<file path="src/hw/rtl/blmr_pkg.sv">
// Package for the LED matrix refresh block: geometry, pin maps, gamma ROM,
// opcodes and the hold-length helper. No dependencies.
package blmr_pkg;

    localparam int PLANES   = 6;
    localparam int NUM_COLS = 20;
    localparam int NUM_ROWS = 12;
    localparam int PIXELS   = NUM_COLS * NUM_ROWS;
    localparam int ADDR_W   = $clog2(PIXELS);
    localparam int COL_W    = 5;
    localparam int ROW_W    = 4;
    localparam int PLANE_W  = 3;
    localparam int HOLD_W   = 13;
    localparam int LEVEL_W  = 6;

    localparam logic [31:0]       COLS_OFF = 32'hFFFF_0F00;
    localparam logic [HOLD_W-1:0] HOLD_MAX = 13'h1FFF;

    typedef enum logic [1:0] {
        OP_TICK    = 2'd0,
        OP_WRITE   = 2'd1,
        OP_PUBLISH = 2'd2,
        OP_CLEAR   = 2'd3
    } t_opcode;

    // Shift register bit driving each column line and each row line
    localparam logic [4:0] COL_LINE [NUM_COLS] = '{
        5'd11, 5'd10, 5'd9,  5'd23, 5'd22, 5'd21, 5'd20, 5'd19, 5'd18, 5'd17,
        5'd31, 5'd30, 5'd29, 5'd28, 5'd27, 5'd26, 5'd25, 5'd24, 5'd8,  5'd16
    };
    localparam logic [4:0] ROW_LINE [NUM_ROWS] = '{
        5'd12, 5'd13, 5'd14, 5'd15, 5'd0, 5'd4, 5'd3, 5'd2, 5'd1, 5'd5, 5'd6, 5'd7
    };

    // Smallest 8-bit value reaching each level 1..63 (gamma 2.2)
    localparam logic [7:0] LEVEL_THRESHOLD [63] = '{
        8'd29,  8'd47,  8'd59,  8'd69,  8'd77,  8'd85,  8'd91,  8'd97,  8'd103, 8'd108,
        8'd113, 8'd118, 8'd123, 8'd127, 8'd131, 8'd135, 8'd139, 8'd143, 8'd147, 8'd150,
        8'd154, 8'd157, 8'd160, 8'd163, 8'd166, 8'd170, 8'd173, 8'd175, 8'd178, 8'd181,
        8'd184, 8'd187, 8'd189, 8'd192, 8'd194, 8'd197, 8'd199, 8'd202, 8'd204, 8'd207,
        8'd209, 8'd211, 8'd214, 8'd216, 8'd218, 8'd220, 8'd223, 8'd225, 8'd227, 8'd229,
        8'd231, 8'd233, 8'd235, 8'd237, 8'd239, 8'd241, 8'd243, 8'd245, 8'd247, 8'd249,
        8'd251, 8'd253, 8'd255
    };

    typedef logic [255:0][LEVEL_W-1:0] t_gamma_rom;

    // Elaboration-time build: level = count of thresholds not above the value
    function automatic t_gamma_rom build_gamma();
        t_gamma_rom rom;
        int         lvl;
        int         v;
        int         k;
        for (v = 0; v < 256; v++) begin
            lvl = 0;
            for (k = 0; k < 63; k++) begin
                if (v >= int'(LEVEL_THRESHOLD[k])) begin
                    lvl++;
                end
            end
            rom[v] = LEVEL_W'(lvl);
        end
        return rom;
    endfunction

    localparam t_gamma_rom GAMMA_ROM = build_gamma();

    // Hold length of a plane, saturated to the timer width
    function automatic logic [HOLD_W-1:0] hold_for(input logic [7:0]         unit_us,
                                                   input logic [PLANE_W-1:0] plane);
        logic [14:0] h;
        h = {7'b0, unit_us} << plane;
        return (h > 15'(HOLD_MAX)) ? HOLD_MAX : h[HOLD_W-1:0];
    endfunction

endpackage

</file>
<file path="src/hw/rtl/blmr_ram.sv">
// Generic single-write, single-read RAM with registered read data.
// No dependencies.
module blmr_ram #(
    parameter int WIDTH = 8,
    parameter int DEPTH = 256
) (
    input  logic                     i_clk,
    input  logic                     i_we,
    input  logic [$clog2(DEPTH)-1:0] i_waddr,
    input  logic [WIDTH-1:0]         i_wdata,
    input  logic [$clog2(DEPTH)-1:0] i_raddr,
    output logic [WIDTH-1:0]         o_rdata
);

    logic [WIDTH-1:0] r_mem [DEPTH];
    logic [WIDTH-1:0] r_rdata;

    always_ff @(posedge i_clk) begin
        if (i_we) begin
            r_mem[i_waddr] <= i_wdata;
        end
        r_rdata <= r_mem[i_raddr];
    end

    assign o_rdata = r_rdata;

endmodule

</file>
<file path="src/hw/rtl/blmr_hold_timer.sv">
// Hold timer: counts accepted ticks against the hold of the plane now lit.
// Depends on blmr_pkg.
module blmr_hold_timer
    import blmr_pkg::*;
(
    input  logic               i_clk,
    input  logic               i_rst_n,
    input  logic               i_tick,
    input  logic [7:0]         i_unit_us,
    input  logic [PLANE_W-1:0] i_step_plane,
    output logic               o_hold_end,
    output logic [HOLD_W-1:0]  o_step_hold
);

    logic [HOLD_W-1:0]  r_elapsed;
    logic [PLANE_W-1:0] r_hold_plane;
    logic [HOLD_W-1:0]  n_elapsed;

    assign n_elapsed   = r_elapsed + 1'b1;
    assign o_hold_end  = n_elapsed >= hold_for(i_unit_us, r_hold_plane);
    assign o_step_hold = hold_for(i_unit_us, i_step_plane);

    always_ff @(posedge i_clk) begin
        if (!i_rst_n) begin
            r_elapsed    <= '0;
            r_hold_plane <= '0;
        end else if (i_tick) begin
            if (o_hold_end) begin
                // restart for the plane about to be shown
                r_elapsed    <= '0;
                r_hold_plane <= i_step_plane;
            end else begin
                r_elapsed <= n_elapsed;
            end
        end
    end

endmodule

</file>
<file path="src/hw/rtl/bcm_led_matrix_refresh_top.sv">
// Top level of the LED matrix refresh block: request sequencer, draft and
// shown frame RAMs, row gather. Depends on blmr_pkg, blmr_ram, blmr_hold_timer.
//
// Usage:
//  - Input channel (i_in_valid / o_in_stall) takes one request per handshake:
//    tick, pixel write, publish or clear. Output channel (o_out_valid /
//    i_out_stall) carries one shift word with its column, plane and hold.
//  - Config channel (i_cfg_valid / o_cfg_ready) loads unit_us; always ready.
//    Write it only while the block is idle.
//  - Pixel write, clear and a tick that does not end a hold do not stall.
//  - A tick that ends a hold reads the column's 12 row levels from the shown
//    RAM, one per cycle on its single read port (S_ROWS), then passes
//    S_ROW_LAST; S_OUT loads the word into the output register once it frees.
//  - Publish sweeps all 240 pixels through the gamma ROM, one per cycle,
//    then S_DRAIN. o_in_stall stays high while any multi-cycle request runs.
//  - Reset zeroes the draft frame (valid bits), the step and hold timers and
//    the published flag; unit_us returns to 3. Before the first publish every
//    word blanks all columns.
//  - If the receiver stalls, the finished word waits in the output register;
//    single-cycle requests keep flowing, and a further word waits in the
//    sequencer until the register frees.
module bcm_led_matrix_refresh_top
    import blmr_pkg::*;
(
    input  logic               i_clk,
    input  logic               i_rst_n,
    input  logic               i_cfg_valid,
    input  logic [7:0]         i_cfg_unit_us,
    output logic               o_cfg_ready,
    input  logic               i_in_valid,
    output logic               o_in_stall,
    input  logic [1:0]         i_opcode,
    input  logic [4:0]         i_pixel_x,
    input  logic [3:0]         i_pixel_y,
    input  logic [7:0]         i_brightness,
    output logic               o_out_valid,
    input  logic               i_out_stall,
    output logic [31:0]        o_shift_word,
    output logic [COL_W-1:0]   o_column_index,
    output logic [PLANE_W-1:0] o_plane_index,
    output logic [HOLD_W-1:0]  o_hold_ticks
);

    typedef enum logic [2:0] {
        S_IDLE,
        S_PUB,
        S_DRAIN,
        S_ROWS,
        S_ROW_LAST,
        S_OUT
    } t_state;

    t_state r_state;

    logic [7:0]         r_unit_us;
    logic               r_published;
    logic [COL_W-1:0]   r_step_col;
    logic [PLANE_W-1:0] r_step_plane;

    // word being built
    logic [COL_W-1:0]   r_col;
    logic [PLANE_W-1:0] r_plane;
    logic [HOLD_W-1:0]  r_hold;
    logic [31:0]        r_word;
    logic [ROW_W-1:0]   r_row;
    logic [ROW_W-1:0]   r_row_d;
    logic [ADDR_W-1:0]  r_row_addr;
    logic               r_lvl_pend;

    // publish sweep
    logic [ADDR_W-1:0]  r_idx;
    logic               r_pub_wr;
    logic [ADDR_W-1:0]  r_pub_addr;
    logic               r_vld_q;
    logic [PIXELS-1:0]  r_draft_vld;

    // output register
    logic               r_out_valid;
    logic [31:0]        r_out_word;
    logic [COL_W-1:0]   r_out_col;
    logic [PLANE_W-1:0] r_out_plane;
    logic [HOLD_W-1:0]  r_out_hold;

    logic               accept;
    logic               tick_acc;
    logic               in_range;
    logic               draft_we;
    logic [ADDR_W-1:0]  pix_addr;
    logic [7:0]         draft_q;
    logic [7:0]         draft_val;
    logic [LEVEL_W-1:0] shown_q;
    logic [7:0]         shown_ext;
    logic               hold_end;
    logic [HOLD_W-1:0]  step_hold;
    logic [31:0]        n_word;

    assign accept   = i_in_valid && !o_in_stall;
    assign tick_acc = accept && (t_opcode'(i_opcode) == OP_TICK);
    assign in_range = (i_pixel_x < COL_W'(NUM_COLS)) && (i_pixel_y < ROW_W'(NUM_ROWS));
    assign draft_we = accept && (t_opcode'(i_opcode) == OP_WRITE) && in_range;
    assign pix_addr = ADDR_W'(i_pixel_y) * ADDR_W'(NUM_COLS) + ADDR_W'(i_pixel_x);

    assign o_cfg_ready = 1'b1;
    assign o_in_stall  = (r_state != S_IDLE);

    // Draft frame: RAM plus per-pixel valid bits; an invalid pixel reads as zero
    blmr_ram #(
        .WIDTH (8),
        .DEPTH (PIXELS)
    ) u_draft_ram (
        .i_clk   (i_clk),
        .i_we    (draft_we),
        .i_waddr (pix_addr),
        .i_wdata (i_brightness),
        .i_raddr (r_idx),
        .o_rdata (draft_q)
    );

    always_ff @(posedge i_clk) begin
        if (!i_rst_n) begin
            r_draft_vld <= '0;
        end else if (accept && (t_opcode'(i_opcode) == OP_CLEAR)) begin
            r_draft_vld <= '0;
        end else if (draft_we) begin
            r_draft_vld[pix_addr] <= 1'b1;
        end
        // align with the registered RAM read
        r_vld_q <= r_draft_vld[r_idx];
    end

    assign draft_val = r_vld_q ? draft_q : 8'd0;

    // Shown levels: written by the publish sweep, read by the row gather
    blmr_ram #(
        .WIDTH (LEVEL_W),
        .DEPTH (PIXELS)
    ) u_shown_ram (
        .i_clk   (i_clk),
        .i_we    (r_pub_wr),
        .i_waddr (r_pub_addr),
        .i_wdata (GAMMA_ROM[draft_val]),
        .i_raddr (r_row_addr),
        .o_rdata (shown_q)
    );

    blmr_hold_timer u_hold_timer (
        .i_clk        (i_clk),
        .i_rst_n      (i_rst_n),
        .i_tick       (tick_acc),
        .i_unit_us    (r_unit_us),
        .i_step_plane (r_step_plane),
        .o_hold_end   (hold_end),
        .o_step_hold  (step_hold)
    );

    // Light the row when its level has the plane bit set; planes above the
    // level width read zero.
    assign shown_ext = {{(8 - LEVEL_W){1'b0}}, shown_q};
    always_comb begin
        n_word = r_word;
        if (r_lvl_pend && r_published && shown_ext[r_plane]) begin
            n_word = r_word | (32'd1 << ROW_LINE[r_row_d]);
        end
    end

    always_ff @(posedge i_clk) begin
        if (!i_rst_n) begin
            r_state      <= S_IDLE;
            r_unit_us    <= 8'd3;
            r_published  <= 1'b0;
            r_step_col   <= '0;
            r_step_plane <= '0;
            r_pub_wr     <= 1'b0;
            r_lvl_pend   <= 1'b0;
            r_out_valid  <= 1'b0;
        end else begin
            if (i_cfg_valid && o_cfg_ready) begin
                r_unit_us <= i_cfg_unit_us;
            end
            r_pub_wr   <= 1'b0;
            r_lvl_pend <= 1'b0;
            r_word     <= n_word;
            if (r_out_valid && !i_out_stall) begin
                r_out_valid <= 1'b0;
            end

            unique case (r_state)
                S_IDLE: begin
                    if (accept && (t_opcode'(i_opcode) == OP_PUBLISH)) begin
                        r_idx   <= '0;
                        r_state <= S_PUB;
                    end else if (tick_acc && hold_end) begin
                        // latch the step to show, advance column/plane
                        r_col      <= r_step_col;
                        r_plane    <= r_step_plane;
                        r_hold     <= step_hold;
                        r_row      <= '0;
                        r_row_addr <= ADDR_W'(r_step_col);
                        r_word     <= r_published
                                    ? (COLS_OFF & ~(32'd1 << COL_LINE[r_step_col]))
                                    : COLS_OFF;
                        if (r_step_plane == PLANE_W'(PLANES - 1)) begin
                            r_step_plane <= '0;
                            r_step_col   <= (r_step_col == COL_W'(NUM_COLS - 1))
                                          ? '0 : r_step_col + 1'b1;
                        end else begin
                            r_step_plane <= r_step_plane + 1'b1;
                        end
                        r_state <= S_ROWS;
                    end
                end
                S_PUB: begin
                    r_pub_wr   <= 1'b1;
                    r_pub_addr <= r_idx;
                    if (r_idx == ADDR_W'(PIXELS - 1)) begin
                        r_state <= S_DRAIN;
                    end else begin
                        r_idx <= r_idx + 1'b1;
                    end
                end
                S_DRAIN: begin
                    // last shown write lands this cycle
                    r_published <= 1'b1;
                    r_state     <= S_IDLE;
                end
                S_ROWS: begin
                    r_lvl_pend <= 1'b1;
                    r_row_d    <= r_row;
                    r_row_addr <= r_row_addr + ADDR_W'(NUM_COLS);
                    if (r_row == ROW_W'(NUM_ROWS - 1)) begin
                        r_state <= S_ROW_LAST;
                    end else begin
                        r_row <= r_row + 1'b1;
                    end
                end
                S_ROW_LAST: begin
                    r_state <= S_OUT;
                end
                S_OUT: begin
                    if (!r_out_valid || !i_out_stall) begin
                        r_out_valid <= 1'b1;
                        r_out_word  <= r_word;
                        r_out_col   <= r_col;
                        r_out_plane <= r_plane;
                        r_out_hold  <= r_hold;
                        r_state     <= S_IDLE;
                    end
                end
                default: begin
                    r_state <= S_IDLE;
                end
            endcase
        end
    end

    assign o_out_valid    = r_out_valid;
    assign o_shift_word   = r_out_word;
    assign o_column_index = r_out_col;
    assign o_plane_index  = r_out_plane;
    assign o_hold_ticks   = r_out_hold;

endmodule

</file>
<file path="config.mk">
export PLATFORM = sky130hd
export DESIGN_NAME = bcm_led_matrix_refresh_top
export DESIGN_NICKNAME = d
export VERILOG_FILES = /design/src/hw/rtl/blmr_pkg.sv /design/src/hw/rtl/blmr_ram.sv /design/src/hw/rtl/blmr_hold_timer.sv /design/src/hw/rtl/bcm_led_matrix_refresh_top.sv
export SDC_FILE = /design/constraint.sdc
export NUM_CORES = 2
export LEC_CHECK = 0
export BUFFER_PORTS_ARGS = -buffer_cell sky130_fd_sc_hd__buf_4
export CORE_ASPECT_RATIO = 1.1
export CORE_MARGIN = 1
export CORE_UTILIZATION = 35
export DETAILED_ROUTE_END_ITERATION = 16
export GPL_TIMING_DRIVEN = 0
export MAX_ROUTING_LAYER = met4
export PLACE_DENSITY = 0.47
export SYNTH_ARGS = -nofsm -noshare
export SYNTH_HDL_FRONTEND = slang
export SYNTH_HIERARCHICAL = 1
export SYNTH_SLANG_ARGS = --single-unit
export TNS_END_PERCENT = 5
</file>
<file path="constraint.sdc">
create_clock -name i_clk -period 36.1 [get_ports i_clk]
set_input_delay 7.22 -clock i_clk [delete_from_list [all_inputs] [get_ports i_clk]]
set_output_delay 7.22 -clock i_clk [all_outputs]
set_load 0.01 [all_outputs]
</file>
==> insert_results.sql <==
INSERT INTO impl_metrics (metric_group, metric, value, unit) VALUES
('timing', 'report.final.slew_viol_count', '88', ''),
('cts', 'clockRootBuffer', 'sky130_fd_sc_hd__clkbuf_16', ''),
('critical_path', 'rr_endpoint', 'u_draft_ram/o_rdata[7]$_DFF_P_', ''),
('synthesis', 'synthDistinctLibCells', '97', ''),
('routing', 'antenna_left', '0', ''),
('synthesis', 'synth.mux.area_fraction', '15.32', '%'),
('final_layout', 'n_fill_cell', '38435', ''),
('grt', 'grt-ovfl-total', '0', ''),
('critical_path', 'r2r_cells', '10', ''),
('timing', 'final-hold-violation-count', '0', ''),
('final_layout', 'multi_input_gate_area_in_the_final_layout', '36440', 'sq um'),
('synthesis', 'ys_top_cells_by_area', 'sky130_fd_sc_hd__edfxtp_1, sky130_fd_sc_hd__mux4_2, sky130_fd_sc_hd__dfxtp_1, sky130_fd_sc_hd__nor2_1, sky130_fd_sc_hd__mux2i_1', ''),
('synthesis', 'synth_enable_flop_cells', '3498', ''),
('synthesis', 'flops_latches_synth', '3792', ''),
('cts', 'clk_latency', '1.04', 'ns'),
('synthesis', 'mappedNetlistNets', '8071', ''),
('final_layout', 'layout_commonest_cell', 'sky130_fd_sc_hd__edfxtp_1', ''),
('synthesis', 'synth_area_leader_cell', 'sky130_fd_sc_hd__edfxtp_1', ''),
('grt', 'maximum_number_of_pins_on_one_net_before_global_route_repair', '153', ''),
('cts', 'clockBufferDepth', '4', ''),
('power_and_ir_drop', 'total_power', '10740', 'uW'),
('synthesis', 'synthesis.yosys.warnings', '6', ''),
('timing', 'max_slew.worst_pin.slew', '1.600', 'ns'),
('synthesis', 'synthXorXnorAreaFrac', '0.1789', '%'),
('timing', 'timing.fmax', '87.52', 'MHz'),
('final_layout', 'layout_overhead_on_the_synthesized_area', '15.22', '%'),
('critical_path', 'critPathKind', 'primary input to register', ''),
('synthesis', 'synthesis.instances', '8001', ''),
('cts', 'cts.hold.buffers_added', '0', ''),
('grt', 'grt_first_pass_wirelength', '730.3', 'mm'),
('timing', 'whs', '0.4128', 'ns'),
('min_path', 'hp-start', 'r_hold[6]$_DFFE_PP_', ''),
('die', 'die_w', '626.9', 'microns'),
('grt', 'number_of_global_route_vias_before_repair', '83715', ''),
('cts', 'cts-htree-levels', '5', ''),
('timing', 'final-setup-viol-count', '0', ''),
('power_and_ir_drop', 'leakage_power_figure', '0.05494', 'uW'),
('cts', 'post_cts.repair.setup_buffers', '0', ''),
('routing', 'drt_pre_antenna_iters', '12', ''),
('cts', 'resized_after_cts', '0', ''),
('die', 'core', '427900', 'sq um'),
('critical_path', 'critPathCaptureType', 'register', ''),
('final_layout', 'layout.area.seq', '110900', 'sq um'),
('routing', 'finalWirelength', '545.2', 'mm'),
('timing', 'final_critical_delay_including_setup_and_external_delays', '11.43', 'ns'),
('cts', 'cts.sink_count', '3792', ''),
('status', 'failed_checks', 'DRC, capacitance limit, slew limit', ''),
('die', 'floorplan.die_area', '432200', 'sq um'),
('cts', 'tritoncts', 'done', ''),
('final_layout', 'layout_net_count', '8642', ''),
('synthesis', 'post_synth_and_or_nand_nor_area_fraction', '4.530', '%'),
('placed_design', 'gp_congestion', '0.9470', ''),
('min_path', 'min_delay_path_depth', '0', ''),
('status', 'run_status', 'finished with violations', ''),
('critical_path', 'critPathMaxFanout', '15', ''),
('die', 'num_io_pins', '88', ''),
('synthesis', 'mean_instance_size_in_the_synthesized_netlist', '18.79', 'sq um'),
('synthesis', 'yosys.area.top_type_share', '69.87', '%'),
('synthesis', 'synthesis.area', '150300', 'sq um'),
('synthesis', 'area_share_of_fa_ha_maj_cells_after_synthesis', '0.3262', '%'),
('min_path', 'hold_path_class', 'register to register', ''),
('flow_run', 'timing.max_cap.violations', '10', ''),
('grt', 'grt_usage', '25.57', '%'),
('final_layout', 'final_cell_mix', 'sky130_fd_sc_hd__edfxtp_1, sky130_fd_sc_hd__nor2_1, sky130_fd_sc_hd__mux4_2', ''),
('synthesis', 'yosys_most_used_dff', 'sky130_fd_sc_hd__edfxtp_1', ''),
('timing', 'max-slew-margin-rel', '-6.698', '%'),
('critical_path', 'critPathRequiredTime', '36.65', 'ns'),
('die', 'fp.dieH', '689.4', 'microns'),
('die', 'std_cell_rows', '252', ''),
('synthesis', 'sequential_to_total_area_share_from_yosys_stat', '73.79', '%'),
('routing', 'drc', '60', '');
## cells by family (layout without fill, tap and decap cells)
family / Yosys count / count (layout)
AOI/OAI and AO/OA: 902 / 902
xor gates and xnor gates: 29 / 29
adders and majority gates: 38 / 38
buffers and inverters: 552 / 1471
DFF: 3792 / 3792
muxes: 1150 / 1150
other: 1 / 31
and+or+nand+nor: 1537 / 1537
## metrics by stage
stage	utilization, %	cells	area [sq um]	setup slack [ns]
2_1_floorplan	-	8001	150300	22.29
3_3_place_gp	36.96	13801	158100	8.878
3_5_place_dp	37.39	13880	160000	23.87
4_1_cts	40.46	14634	173100	24.90
5_1_grt	40.48	14656	173200	24.65
6_report	40.48	14665	173200	24.67
## cell usage after synthesis, types with 12 or more instances
cell type,number
sky130_fd_sc_hd__a211oi_1,29
sky130_fd_sc_hd__a21oi_1,386
sky130_fd_sc_hd__a221oi_1,24
sky130_fd_sc_hd__a22o_1,19
sky130_fd_sc_hd__a22oi_1,111
sky130_fd_sc_hd__a31oi_1,35
sky130_fd_sc_hd__and2_1,21
sky130_fd_sc_hd__and3_1,17
sky130_fd_sc_hd__buf_1,30
sky130_fd_sc_hd__buf_12,17
sky130_fd_sc_hd__buf_2,111
sky130_fd_sc_hd__buf_4,47
sky130_fd_sc_hd__buf_6,40
sky130_fd_sc_hd__clkbuf_1,256
sky130_fd_sc_hd__dfxtp_1,294
sky130_fd_sc_hd__edfxtp_1,3498
sky130_fd_sc_hd__ha_1,36
sky130_fd_sc_hd__inv_1,35
sky130_fd_sc_hd__mux2_2,37
sky130_fd_sc_hd__mux2i_1,205
sky130_fd_sc_hd__mux4_1,29
sky130_fd_sc_hd__mux4_2,879
sky130_fd_sc_hd__nand2_1,219
sky130_fd_sc_hd__nand2b_1,35
sky130_fd_sc_hd__nand3_1,93
sky130_fd_sc_hd__nand3b_1,19
sky130_fd_sc_hd__nand4_1,29
sky130_fd_sc_hd__nor2_1,909
sky130_fd_sc_hd__nor2b_1,70
sky130_fd_sc_hd__nor3_1,37
sky130_fd_sc_hd__nor4_1,22
sky130_fd_sc_hd__o211ai_1,13
sky130_fd_sc_hd__o21ai_0,80
sky130_fd_sc_hd__o21ai_1,22
sky130_fd_sc_hd__o221ai_1,33
sky130_fd_sc_hd__o22ai_1,35
sky130_fd_sc_hd__xnor2_1,12
sky130_fd_sc_hd__xor2_1,15
## worst max-delay path, stage by stage
cell and delay (ns):
sky130_fd_sc_hd__buf_4 0.13, sky130_fd_sc_hd__ha_1 0.29, sky130_fd_sc_hd__ha_1 0.20, sky130_fd_sc_hd__inv_1 0.07, sky130_fd_sc_hd__fa_1 0.46, sky130_fd_sc_hd__nor3b_1 0.35
sky130_fd_sc_hd__xnor2_2 0.32, sky130_fd_sc_hd__inv_2 0.45, sky130_fd_sc_hd__nor2_1 0.51, sky130_fd_sc_hd__nand2_1 0.32, sky130_fd_sc_hd__clkbuf_1 0.41, sky130_fd_sc_hd__nor2_1 1.20
## worst max-delay path by stage
stage	depth (start not counted)	start	to	slack, ns
5_1_grt	12	i_pixel_y[1]	u_draft_ram/r_mem[42][1]$_DFFE_PP_	24.65
4_1_cts	12	i_pixel_y[1]	u_draft_ram/r_mem[40][1]$_DFFE_PP_	24.90
6_report	12	i_pixel_y[1]	u_draft_ram/r_mem[40][4]$_DFFE_PP_	24.67
3_3_place_gp	11	r_vld_q$_DFF_P_	u_shown_ram/r_mem[212][1]$_DFFE_PP_	8.88
2_1_floorplan	10	r_vld_q$_DFF_P_	u_shown_ram/r_mem[0][0]$_DFFE_PP_	22.29
3_5_place_dp	12	i_pixel_y[1]	u_draft_ram/r_mem[40][4]$_DFFE_PP_	23.87
## flip-flops by register name, summed over array words and instances, names as in the netlist, 4 cells and up
signal / cells
r_step_col: 5
u_shown_ram/r_mem: 1440
r_row_d: 4
u_hold_timer/r_elapsed: 13
r_unit_us: 8
r_pub_addr: 8
r_word: 32
o_shift_word: 32
r_hold: 13
r_row: 4
o_hold_ticks: 13
u_draft_ram/r_mem: 1920
r_col: 5
u_draft_ram/o_rdata: 8
r_idx: 8
o_column_index: 5
u_shown_ram/o_rdata: 6
r_row_addr: 8
r_draft_vld: 240
## per-layer routing
layer / track usage [%] / part of all wire (%) / routed length, microns
met5: - / 0 / 0
met4: 9.137 / 4.0 / 21870
met3: 4.807 / 8.3 / 45260
met2: 40.08 / 47 / 258700
met1: 33.36 / 40 / 219400
## area by class of cell
class	instances	share of cell area [%]
sequential	3792	64.04
buffer	513	1.747
inverter	39	0.08451
clock inverter	270	1.548
timing repair buffer	165	1.334
multi-input combinational	3657	21.04
tap	5715	4.128
clock buffer	484	6.039
antenna	30	0.04334
## where the power goes
group | total [uW] | switching (uW) | internal (uW) | leakage (uW)
sequential | 5020 | 26.6 | 4990 | 0.0344
clock | 4160 | 1800 | 2360 | 0.00641
combinational | 1560 | 1090 | 466 | 0.0141
(Power assumes the default switching activity.)
